<file path="config.mk">
export PLATFORM = sky130hd
export DESIGN_NAME = musical_scale_quantizer_flat
export DESIGN_NICKNAME = d
export VERILOG_FILES = /design/src/sv/msq_pkg.sv /design/src/sv/msq_in_if.sv /design/src/sv/msq_out_if.sv /design/src/sv/msq_cfg_if.sv /design/src/sv/musical_scale_quantizer.sv /design/src/sv/msq_cfg_regs.sv /design/src/sv/msq_nearest.sv /design/src/flat_wrapper.sv
export SDC_FILE = /design/constraint.sdc
export NUM_CORES = 1
export LEC_CHECK = 0
export ABC_AREA = 1
export BUFFER_PORTS_ARGS = -buffer_cell sky130_fd_sc_hd__buf_2
export CAP_MARGIN = 20
export CELL_PAD_IN_SITES_DETAIL_PLACEMENT = 1
export CELL_PAD_IN_SITES_GLOBAL_PLACEMENT = 1
export CORE_MARGIN = 2
export CORE_UTILIZATION = 45
export DETAILED_ROUTE_END_ITERATION = 10
export PLACE_DENSITY_LB_ADDON = 0.1
export SYNTH_ARGS = -nofsm -noshare
export SYNTH_HDL_FRONTEND = slang
export SYNTH_SLANG_ARGS = --single-unit
export TNS_END_PERCENT = 50
</file>
<file path="constraint.sdc">
create_clock -name clk -period 24 [get_ports clk]
set_input_delay 2.4 -clock clk [delete_from_list [all_inputs] [get_ports clk]]
set_output_delay 2.4 -clock clk [all_outputs]
set_load 0.01 [all_outputs]
</file>
<file path="src/sv/msq_pkg.sv">
`timescale 1ns / 1ps
// ----------------------------------------------------------------------------
// msq_pkg
// Shared widths, register indexes, configuration struct and scale tables
// for the musical scale quantizer.
// ----------------------------------------------------------------------------
package msq_pkg;

  localparam int SEMITONES  = 12;
  localparam int NOTE_W     = 7;
  localparam int NOTE_OUT_W = 8;
  localparam int PC_W       = 4;
  localparam int OCT_W      = 4;
  localparam int ROOT_W     = 4;
  localparam int SCALE_W    = 3;
  localparam int NUM_SCALES = 8;
  localparam int DEG_N      = 12;
  localparam int CFG_IDX_W  = 8;
  localparam int CFG_DATA_W = 8;

  // register indexes
  localparam logic [CFG_IDX_W-1:0] REG_ROOT_KEY     = 8'd0;
  localparam logic [CFG_IDX_W-1:0] REG_SCALE_SELECT = 8'd1;

  typedef logic [PC_W-1:0] pc_t;

  typedef struct packed {
    logic [ROOT_W-1:0]  root_key;      // always 0..11
    logic [SCALE_W-1:0] scale_select;
  } cfg_t;

  // scale degrees in semitones above the root; unused slots are zero
  localparam pc_t SCALE_ROWS [NUM_SCALES][DEG_N] = '{
    '{4'd0, 4'd2, 4'd4, 4'd5, 4'd7, 4'd9, 4'd11, 4'd0, 4'd0, 4'd0, 4'd0, 4'd0},
    '{4'd0, 4'd2, 4'd3, 4'd5, 4'd7, 4'd8, 4'd10, 4'd0, 4'd0, 4'd0, 4'd0, 4'd0},
    '{4'd0, 4'd2, 4'd3, 4'd5, 4'd7, 4'd9, 4'd10, 4'd0, 4'd0, 4'd0, 4'd0, 4'd0},
    '{4'd0, 4'd1, 4'd3, 4'd5, 4'd7, 4'd8, 4'd10, 4'd0, 4'd0, 4'd0, 4'd0, 4'd0},
    '{4'd0, 4'd2, 4'd4, 4'd6, 4'd7, 4'd9, 4'd11, 4'd0, 4'd0, 4'd0, 4'd0, 4'd0},
    '{4'd0, 4'd2, 4'd4, 4'd5, 4'd7, 4'd9, 4'd10, 4'd0, 4'd0, 4'd0, 4'd0, 4'd0},
    '{4'd0, 4'd2, 4'd4, 4'd7, 4'd9, 4'd0, 4'd0, 4'd0, 4'd0, 4'd0, 4'd0, 4'd0},
    '{4'd0, 4'd1, 4'd2, 4'd3, 4'd4, 4'd5, 4'd6, 4'd7, 4'd8, 4'd9, 4'd10, 4'd11}
  };

  localparam logic [PC_W-1:0] SCALE_LEN [NUM_SCALES] = '{
    4'd7, 4'd7, 4'd7, 4'd7, 4'd7, 4'd7, 4'd5, 4'd12
  };

endpackage

</file>
<file path="src/sv/msq_in_if.sv">
`timescale 1ns / 1ps
// ----------------------------------------------------------------------------
// msq_in_if
// Input note channel: valid/ready handshake carrying one MIDI note.
// ----------------------------------------------------------------------------
interface msq_in_if;
  import msq_pkg::*;

  logic              valid;
  logic              ready;
  logic [NOTE_W-1:0] note_in;

  modport source (output valid, output note_in, input ready);
  modport sink   (input valid, input note_in, output ready);
endinterface

</file>
<file path="src/sv/msq_out_if.sv">
`timescale 1ns / 1ps
// ----------------------------------------------------------------------------
// msq_out_if
// Result channel: valid/ready handshake carrying one quantized note.
// ----------------------------------------------------------------------------
interface msq_out_if;
  import msq_pkg::*;

  logic                  valid;
  logic                  ready;
  logic [NOTE_OUT_W-1:0] note_out;

  modport source (output valid, output note_out, input ready);
  modport sink   (input valid, input note_out, output ready);
endinterface

</file>
<file path="src/sv/msq_cfg_if.sv">
`timescale 1ns / 1ps
// ----------------------------------------------------------------------------
// msq_cfg_if
// Configuration write channel: register index and write data.
// ----------------------------------------------------------------------------
interface msq_cfg_if;
  import msq_pkg::*;

  logic                  valid;
  logic                  ready;
  logic [CFG_IDX_W-1:0]  index;
  logic [CFG_DATA_W-1:0] data;

  modport source (output valid, output index, output data, input ready);
  modport sink   (input valid, input index, input data, output ready);
endinterface

</file>
<file path="src/sv/musical_scale_quantizer.sv">
`timescale 1ns / 1ps
// ----------------------------------------------------------------------------
// musical_scale_quantizer
// Snaps MIDI notes to the nearest degree of a selected, transposed scale.
// ----------------------------------------------------------------------------
// One note per clock while out_chan.ready is high: the note is captured in an input
// register, quantized by one combinational pass (divide by 12, twelve
// candidate distances, minimum tree) and stored in the result register.
// The two registers form a two-stage pipeline, so a new note can still enter an empty
// input register while a finished result waits on out_chan.ready. Config writes are
// registered and take effect in the next cycle; cfg_chan.ready is always high.
module musical_scale_quantizer (
  input  logic      clk,
  input  logic      rst_n,
  msq_in_if.sink    in_chan,
  msq_out_if.source out_chan,
  msq_cfg_if.sink   cfg_chan
);
  import msq_pkg::*;

  cfg_t                  cfg;
  logic                  s1_valid_r;
  logic                  s1_valid_nxt;
  logic [NOTE_W-1:0]     s1_note_r;
  logic                  out_valid_r;
  logic                  out_valid_nxt;
  logic [NOTE_OUT_W-1:0] out_note_r;
  logic [NOTE_OUT_W-1:0] note_q;
  logic                  s2_free;
  logic                  s1_free;
  logic                  in_take;
  logic                  s1_move;

  msq_cfg_regs u_cfg (
    .clk      (clk),
    .rst_n    (rst_n),
    .cfg_chan (cfg_chan),
    .cfg      (cfg)
  );

  msq_nearest u_nearest (
    .cfg    (cfg),
    .note   (s1_note_r),
    .note_q (note_q)
  );

  assign s2_free = !out_valid_r || out_chan.ready;
  assign s1_move = s1_valid_r && s2_free;
  assign s1_free = !s1_valid_r || s2_free;
  assign in_take = in_chan.valid && s1_free;

  assign in_chan.ready = s1_free;

  always_comb begin
    s1_valid_nxt  = in_take ? 1'b1 : (s1_move ? 1'b0 : s1_valid_r);
    out_valid_nxt = s1_move ? 1'b1 : (out_chan.ready ? 1'b0 : out_valid_r);
  end

  always_ff @(posedge clk) begin
    if (!rst_n) begin
      s1_valid_r  <= 1'b0;
      out_valid_r <= 1'b0;
    end else begin
      s1_valid_r  <= s1_valid_nxt;
      out_valid_r <= out_valid_nxt;
    end
  end

  always_ff @(posedge clk) begin
    if (in_take) begin
      s1_note_r <= in_chan.note_in;
    end
    if (s1_move) begin
      out_note_r <= note_q;
    end
  end

  assign out_chan.valid    = out_valid_r;
  assign out_chan.note_out = out_note_r;
endmodule

</file>
<file path="src/sv/msq_cfg_regs.sv">
`timescale 1ns / 1ps
// ----------------------------------------------------------------------------
// msq_cfg_regs
// Root key and scale select registers. Root is taken from the low four data bits and reduced modulo 12 on write.
// ----------------------------------------------------------------------------
module msq_cfg_regs (
  input  logic          clk,
  input  logic          rst_n,
  msq_cfg_if.sink       cfg_chan,
  output msq_pkg::cfg_t cfg
);
  import msq_pkg::*;

  cfg_t              cfg_r;
  cfg_t              cfg_nxt;
  logic [ROOT_W-1:0] root_raw;

  assign cfg_chan.ready = 1'b1;
  assign root_raw       = cfg_chan.data[ROOT_W-1:0];

  always_comb begin
    cfg_nxt = cfg_r;
    if (cfg_chan.valid) begin
      unique case (cfg_chan.index)
        REG_ROOT_KEY: begin
          cfg_nxt.root_key = (root_raw >= ROOT_W'(SEMITONES))
                             ? root_raw - ROOT_W'(SEMITONES) : root_raw;
        end
        REG_SCALE_SELECT: begin
          cfg_nxt.scale_select = cfg_chan.data[SCALE_W-1:0];
        end
        default: ;  // unknown index ignored
      endcase
    end
  end

  always_ff @(posedge clk) begin
    if (!rst_n) begin
      cfg_r <= '0;
    end else begin
      cfg_r <= cfg_nxt;
    end
  end

  assign cfg = cfg_r;
endmodule

</file>
<file path="src/sv/msq_nearest.sv">
`timescale 1ns / 1ps
// ----------------------------------------------------------------------------
// msq_nearest
// Combinational quantizer: splits the note into octave and pitch class,
// builds the transposed candidates and picks the nearest through a
// left-preferring minimum tree (ties keep the earlier degree).
// ----------------------------------------------------------------------------
module msq_nearest (
  input  msq_pkg::cfg_t                   cfg,
  input  logic [msq_pkg::NOTE_W-1:0]      note,
  output logic [msq_pkg::NOTE_OUT_W-1:0]  note_q
);
  import msq_pkg::*;

  localparam int           DIST_W  = 4;
  localparam int           PROD_W  = 13;
  localparam logic [5:0]   RECIP12 = 6'd43;  // floor(n*43/512) == n/12 for n < 128
  localparam int           RSHIFT  = 9;

  logic [PROD_W-1:0]     prod;
  logic [OCT_W-1:0]      oct;
  logic [NOTE_W-1:0]     oct_x12;
  logic [PC_W-1:0]       pc;
  logic [PC_W:0]         sum  [DEG_N];
  pc_t                   cand [DEG_N];
  logic [DIST_W-1:0]     gap  [DEG_N];
  pc_t                   l1_c [6];
  logic [DIST_W-1:0]     l1_d [6];
  pc_t                   l2_c [3];
  logic [DIST_W-1:0]     l2_d [3];
  pc_t                   l3_c;
  logic [DIST_W-1:0]     l3_d;
  pc_t                   best;

  assign prod    = PROD_W'(note) * PROD_W'(RECIP12);
  assign oct     = prod[RSHIFT +: OCT_W];
  assign oct_x12 = NOTE_W'({oct, 3'b000}) + NOTE_W'({oct, 2'b00});
  assign pc      = PC_W'(note - oct_x12);

  always_comb begin
    for (int i = 0; i < DEG_N; i++) begin
      sum[i]  = {1'b0, SCALE_ROWS[cfg.scale_select][i]} + {1'b0, cfg.root_key};
      cand[i] = (sum[i] >= (PC_W+1)'(SEMITONES)) ? PC_W'(sum[i] - (PC_W+1)'(SEMITONES))
                                                 : sum[i][PC_W-1:0];
      if (PC_W'(i) >= SCALE_LEN[cfg.scale_select]) begin
        gap[i] = '1;  // beyond the scale: never beats a real degree
      end else begin
        gap[i] = (cand[i] > pc) ? cand[i] - pc : pc - cand[i];
      end
    end

    for (int j = 0; j < 6; j++) begin
      if (gap[2*j+1] < gap[2*j]) begin
        l1_c[j] = cand[2*j+1];
        l1_d[j] = gap[2*j+1];
      end else begin
        l1_c[j] = cand[2*j];
        l1_d[j] = gap[2*j];
      end
    end

    for (int k = 0; k < 3; k++) begin
      if (l1_d[2*k+1] < l1_d[2*k]) begin
        l2_c[k] = l1_c[2*k+1];
        l2_d[k] = l1_d[2*k+1];
      end else begin
        l2_c[k] = l1_c[2*k];
        l2_d[k] = l1_d[2*k];
      end
    end

    if (l2_d[1] < l2_d[0]) begin
      l3_c = l2_c[1];
      l3_d = l2_d[1];
    end else begin
      l3_c = l2_c[0];
      l3_d = l2_d[0];
    end

    best = (l2_d[2] < l3_d) ? l2_c[2] : l3_c;
  end

  assign note_q = NOTE_OUT_W'(oct_x12) + NOTE_OUT_W'(best);
endmodule
</file>
<file path="src/flat_wrapper.sv">
// flat-port wrapper written by rule: the top's interface ports become plain ports
module musical_scale_quantizer_flat import msq_pkg::*;
  (clk, rst_n, in_chan_valid, in_chan_note_in, in_chan_ready, out_chan_valid, out_chan_note_out, out_chan_ready, cfg_chan_valid, cfg_chan_index, cfg_chan_data, cfg_chan_ready);
  msq_in_if in_chan_i ();
  msq_out_if out_chan_i ();
  msq_cfg_if cfg_chan_i ();
  input  logic clk;
  input  logic rst_n;
  input wire logic [$bits(in_chan_i.valid)-1:0] in_chan_valid;
  input wire logic [$bits(in_chan_i.note_in)-1:0] in_chan_note_in;
  output wire logic [$bits(in_chan_i.ready)-1:0] in_chan_ready;
  output wire logic [$bits(out_chan_i.valid)-1:0] out_chan_valid;
  output wire logic [$bits(out_chan_i.note_out)-1:0] out_chan_note_out;
  input wire logic [$bits(out_chan_i.ready)-1:0] out_chan_ready;
  input wire logic [$bits(cfg_chan_i.valid)-1:0] cfg_chan_valid;
  input wire logic [$bits(cfg_chan_i.index)-1:0] cfg_chan_index;
  input wire logic [$bits(cfg_chan_i.data)-1:0] cfg_chan_data;
  output wire logic [$bits(cfg_chan_i.ready)-1:0] cfg_chan_ready;
  assign in_chan_i.valid = in_chan_valid;
  assign in_chan_i.note_in = in_chan_note_in;
  assign in_chan_ready = in_chan_i.ready;
  assign out_chan_valid = out_chan_i.valid;
  assign out_chan_note_out = out_chan_i.note_out;
  assign out_chan_i.ready = out_chan_ready;
  assign cfg_chan_i.valid = cfg_chan_valid;
  assign cfg_chan_i.index = cfg_chan_index;
  assign cfg_chan_i.data = cfg_chan_data;
  assign cfg_chan_ready = cfg_chan_i.ready;
  musical_scale_quantizer u_core (.clk(clk), .rst_n(rst_n), .in_chan(in_chan_i), .out_chan(out_chan_i), .cfg_chan(cfg_chan_i));
endmodule
</file>
==> flow_results.org <==
** Outcome
- Result of the run :: complete, no violations

** Layout
- Final cell count without fillers :: 1379
- Share of cells above drive strength 1 :: 8.059%
- 0 antenna diodes ended up in the layout.
- The area growth from synthesis to layout is 6.725%.
- Post-layout net count :: 1395

** Yosys
- Cells taking the most area after synthesis :: ha_1, nand2_1, inv_1, fa_1, edfxtp_1
- Cell count after synthesis :: 1123
- Library cell with the highest instance count after synthesis :: nand2_1
- Post-synth design cell area :: 7926 sq um
- Count of cell types in the netlist :: 53
- The number of nets in the synthesized netlist is 1363.
- Area fraction in compound gates after synthesis :: 15.88%
- In the synthesized netlist the dominant register cell turns out to be edfxtp_1.
- Yosys warning count :: 0
- After synthesis the netlist holds a flip-flop and latch count of 24.
- Measured against the total synthesized area, the mux share comes to 2.084%.
- The biggest area contributor in the post-synthesis netlist is ha_1.
- By area, the combinational part of the netlist is dominated by adder cells.
- The share of synthesized area in the top cell type comes to 27.94%.
- List of most frequent post-synthesis cells :: nand2_1, inv_1, ha_1, o21ai_0, a21oi_1
- Number of enable-type register cells in the synthesized netlist :: 15
- Fraction of the mapped netlist area in adder cells :: 36.78%
- Sequential share of the synthesized area :: 7.956%
- Post-Synth Simple-Gate Area :: 21.12%
- After synthesis, the share of flip-flops with an asynchronous set or reset is 0%.
- Averaged over all synthesized cells, the footprint is 7.058 sq um.
- Of the total synthesized cell area, the portion taken by XOR and XNOR cells is 5.414%.

** Global route
- Global routing used 24.98% of the available tracks across all layers.
- After global routing, the most crowded layer is met2.
- For this run, global-route usage on met1 was measured as 33.16%.
- First-pass GRT wire length :: 37090 um
- Largest net degree at the start of global routing :: 26
- The number of antenna violations at the first check in global routing is 0.
- For this run, global-route usage on met3 was measured as 1.852%.
- Global routing finished with a remaining overflow of 0.
- The via count of the first global-routing pass came to 7486.
- Global routing used 45.64% of the available met2 tracks.

** Detailed routing
- Routed vias :: 7355
- Dividing the detail-routed wire length by the instance count gives 16.43 um.
- Once detail routing completed, the nets flagged for antenna violations numbered 0.
- After detailed routing, the number of vias per cell comes to 5.334.
- DR DRC count :: 0
- Iteration-0 DRC Markers :: 246
- Total Wirelength :: 22660 um
- First drt pass iteration count :: 4

** Setup path
- The worst setup path is of the register to register kind.
- The startpoint identified for the worst register-to-register timing path is u_core.s1_note_r[0]$_DFFE_PP_.
- In this run the worst path has a maximum fanout of 14.
- Arrival time of the worst setup path :: 12.17 ns
- CP startpoint :: u_core.s1_note_r[0]$_DFFE_PP_
- The cell that appears most often on the critical path is ha_1.
- The worst setup path is captured at a register.
- Worst Setup Start Kind :: register
- Worst R2R Setup Slack :: 11.85 ns
- Critical-path top delay cell :: edfxtp_1
- The worst register-to-register path has a depth of 48.
- Data required time of the critical path :: 24.02 ns
- Peak per-stage delay on the critical path :: 0.90 ns
- Endpoint of the lowest-slack register-to-register path :: u_core.out_chan.note_out[6]$_DFFE_PP_

** STA
- Number of failing setup endpoints in the final timing report :: 0
- Based on the critical path, the design can be clocked at up to 0.08227 GHz.
- Slew at the pin with the worst max-slew slack :: 0.9191 ns
- Adding up every negative setup slack in the final design gives 0 ns.
- Final-report hold violation count :: 0
- Post-route clock period utilization :: 50.65%
- Min Clock Period, post-route :: 12.15 ns
- Setup repair after global routing missed its margin :: no
- Final worst clock skew :: 0.008470 ns
- Worst max-slew margin expressed relative to the limit :: 37.86%
- The final count of pins violating max slew came to 0.

** Clock tree
- Post-CTS setup-driven buffer insertion count :: 0
- In this run the number of H-tree levels came out at 1.
- Register clock-pin slew on the reported worst setup and hold paths :: 0.08 ns
- Hold-fix buffers, CTS :: 0
- Clock root buffer :: clkbuf_16
- Clock latency on the worst-skew pair :: 0.27 ns
- TritonCTS built the clock tree.
- Total of cells resized after clock tree synthesis :: 0
- The number of clock buffers added by TritonCTS is 3.
- CTS saw 24 sinks.
- Counting along the longest clock path gives a buffer depth of 2.

** Floorplanning
- Once the floorplan was initialized, standard cells occupied 45.99% of the core.
- Chip width :: 136.7 um
- During I/O placement, the number of pins put on the boundary was 39.
- Row generation in the floorplan step produced 48 rows.
- The floorplan step defined a die boundary enclosing 18690 sq um.
- After floorplanning, the core was sized to cover 17240 sq um.
- Measured along the y axis, the die boundary spans 136.7 um.

** Place
- GPL Wtd Cong :: 0.8598
- During placement, the flow inserted port buffers numbering 33.
- The number of placed instances, taps included, is 1374.
- DP Wirelength :: 18770 um

** Min path
- The worst hold path begins at u_core.s1_valid_r$_SDFFE_PN0P_.
- Along the worst hold path, the cell count comes to 2.
- The worst hold path terminates at u_core.out_chan.valid$_SDFFE_PN0P_.
- Class of the tightest hold or removal check :: register to register

** Run
- Max-cap violations in this run came to 0.
## how the worst max path moves through the flow
stage	depth (start not counted)	slack, ns	endpoint
2_1_floorplan	49	13.80	u_core.out_chan.note_out[6]$_DFFE_PP_
4_1_cts	48	11.88	u_core.out_chan.note_out[6]$_DFFE_PP_
3_3_place_gp	48	12.23	u_core.out_chan.note_out[6]$_DFFE_PP_
6_report	48	11.85	u_core.out_chan.note_out[6]$_DFFE_PP_
5_1_grt	48	10.90	u_core.out_chan.note_out[6]$_DFFE_PP_
3_5_place_dp	48	12.01	u_core.out_chan.note_out[6]$_DFFE_PP_
## placed cells by master (no fill, tap or decap), types with 4 or more instances in the layout
cell type	n
a211oi_1	11
a21o_1	6
a21oi_1	72
a31oi_1	7
buf_2	33
buf_4	7
dfxtp_1	9
edfxtp_1	15
fa_1	35
ha_1	177
inv_1	200
inv_2	5
mux2_2	4
mux2i_1	12
nand2_1	204
nand2_2	16
nand2_4	5
nand3_1	66
nor2_1	70
o211ai_1	15
o21ai_0	83
o21ai_1	5
o21bai_1	5
or2_2	6
xnor2_1	21
xor2_1	23
## final cells by class
type | count | area [sq um]
fillers | 2308 | 8777
multi-input cells | 879 | 6446
inverters | 206 | 773.2
flip-flops and latches | 24 | 630.6
well taps | 225 | 281.5
repair buffers | 41 | 222.7
clock buffers | 3 | 75.07
clock inverters | 1 | 30.03
## stage by stage
stage                     hold WS [ns]  utilization, %  instance area (sq um)  setup slack (ns)
after global placement          0.4663           48.44                   8349             12.23
final                           0.4861           49.08                   8459             11.85
after CTS                       0.4824           49.05                   8454             11.88
after detailed placement        0.4716           48.44                   8349             12.01
after global routing            0.5129           49.08                   8459             10.90
after floorplan                 0.4513               -                   7926             13.80
## worst max-delay path: cells and delay by family (launching register included)
kind / cells / cell delay (ns)
DFF: 1 / 0.90
and+or+nand+nor: 12 / 1.38
muxes: 1 / 0.29
adders and majority gates: 12 / 3.78
xor gates and xnor gates: 4 / 1.05
AOI/OAI and AO/OA: 12 / 4.03
buffers and inverters: 7 / 0.47
## registers in the layout, summed over array words and instances (netlist names)
| signal | count |
|---|---|
| u_core.out_chan.note_out | 8 |
| u_core.s1_note_r | 7 |
| u_core.u_cfg.cfg | 7 |
| u_core.out_chan.valid | 1 |
| u_core.s1_valid_r | 1 |
## layer usage
layer	part of all wire [%]	vias to the layer above
li1	-	3756
met1	47	3500
met2	49	87
met3	2.9	12
met4	0.83	0
met5	0	-
## logic make-up (layout without fill, tap and decap cells)
| family | count (synthesis) | after routing |
|---|---|---|
| buffers and inverters | 220 | 251 |
| adders and majority gates | 212 | 212 |
| other | 1 | 1 |
| and+or+nand+nor | 383 | 383 |
| xor gates and xnor gates | 46 | 46 |
| muxes | 16 | 16 |
| DFF | 24 | 24 |
| AOI/OAI and AO/OA | 221 | 221 |
Power is left out: the tool's default activity adds up to more than one toggle a clock period on the data nets, which glitch-free logic cannot reach.
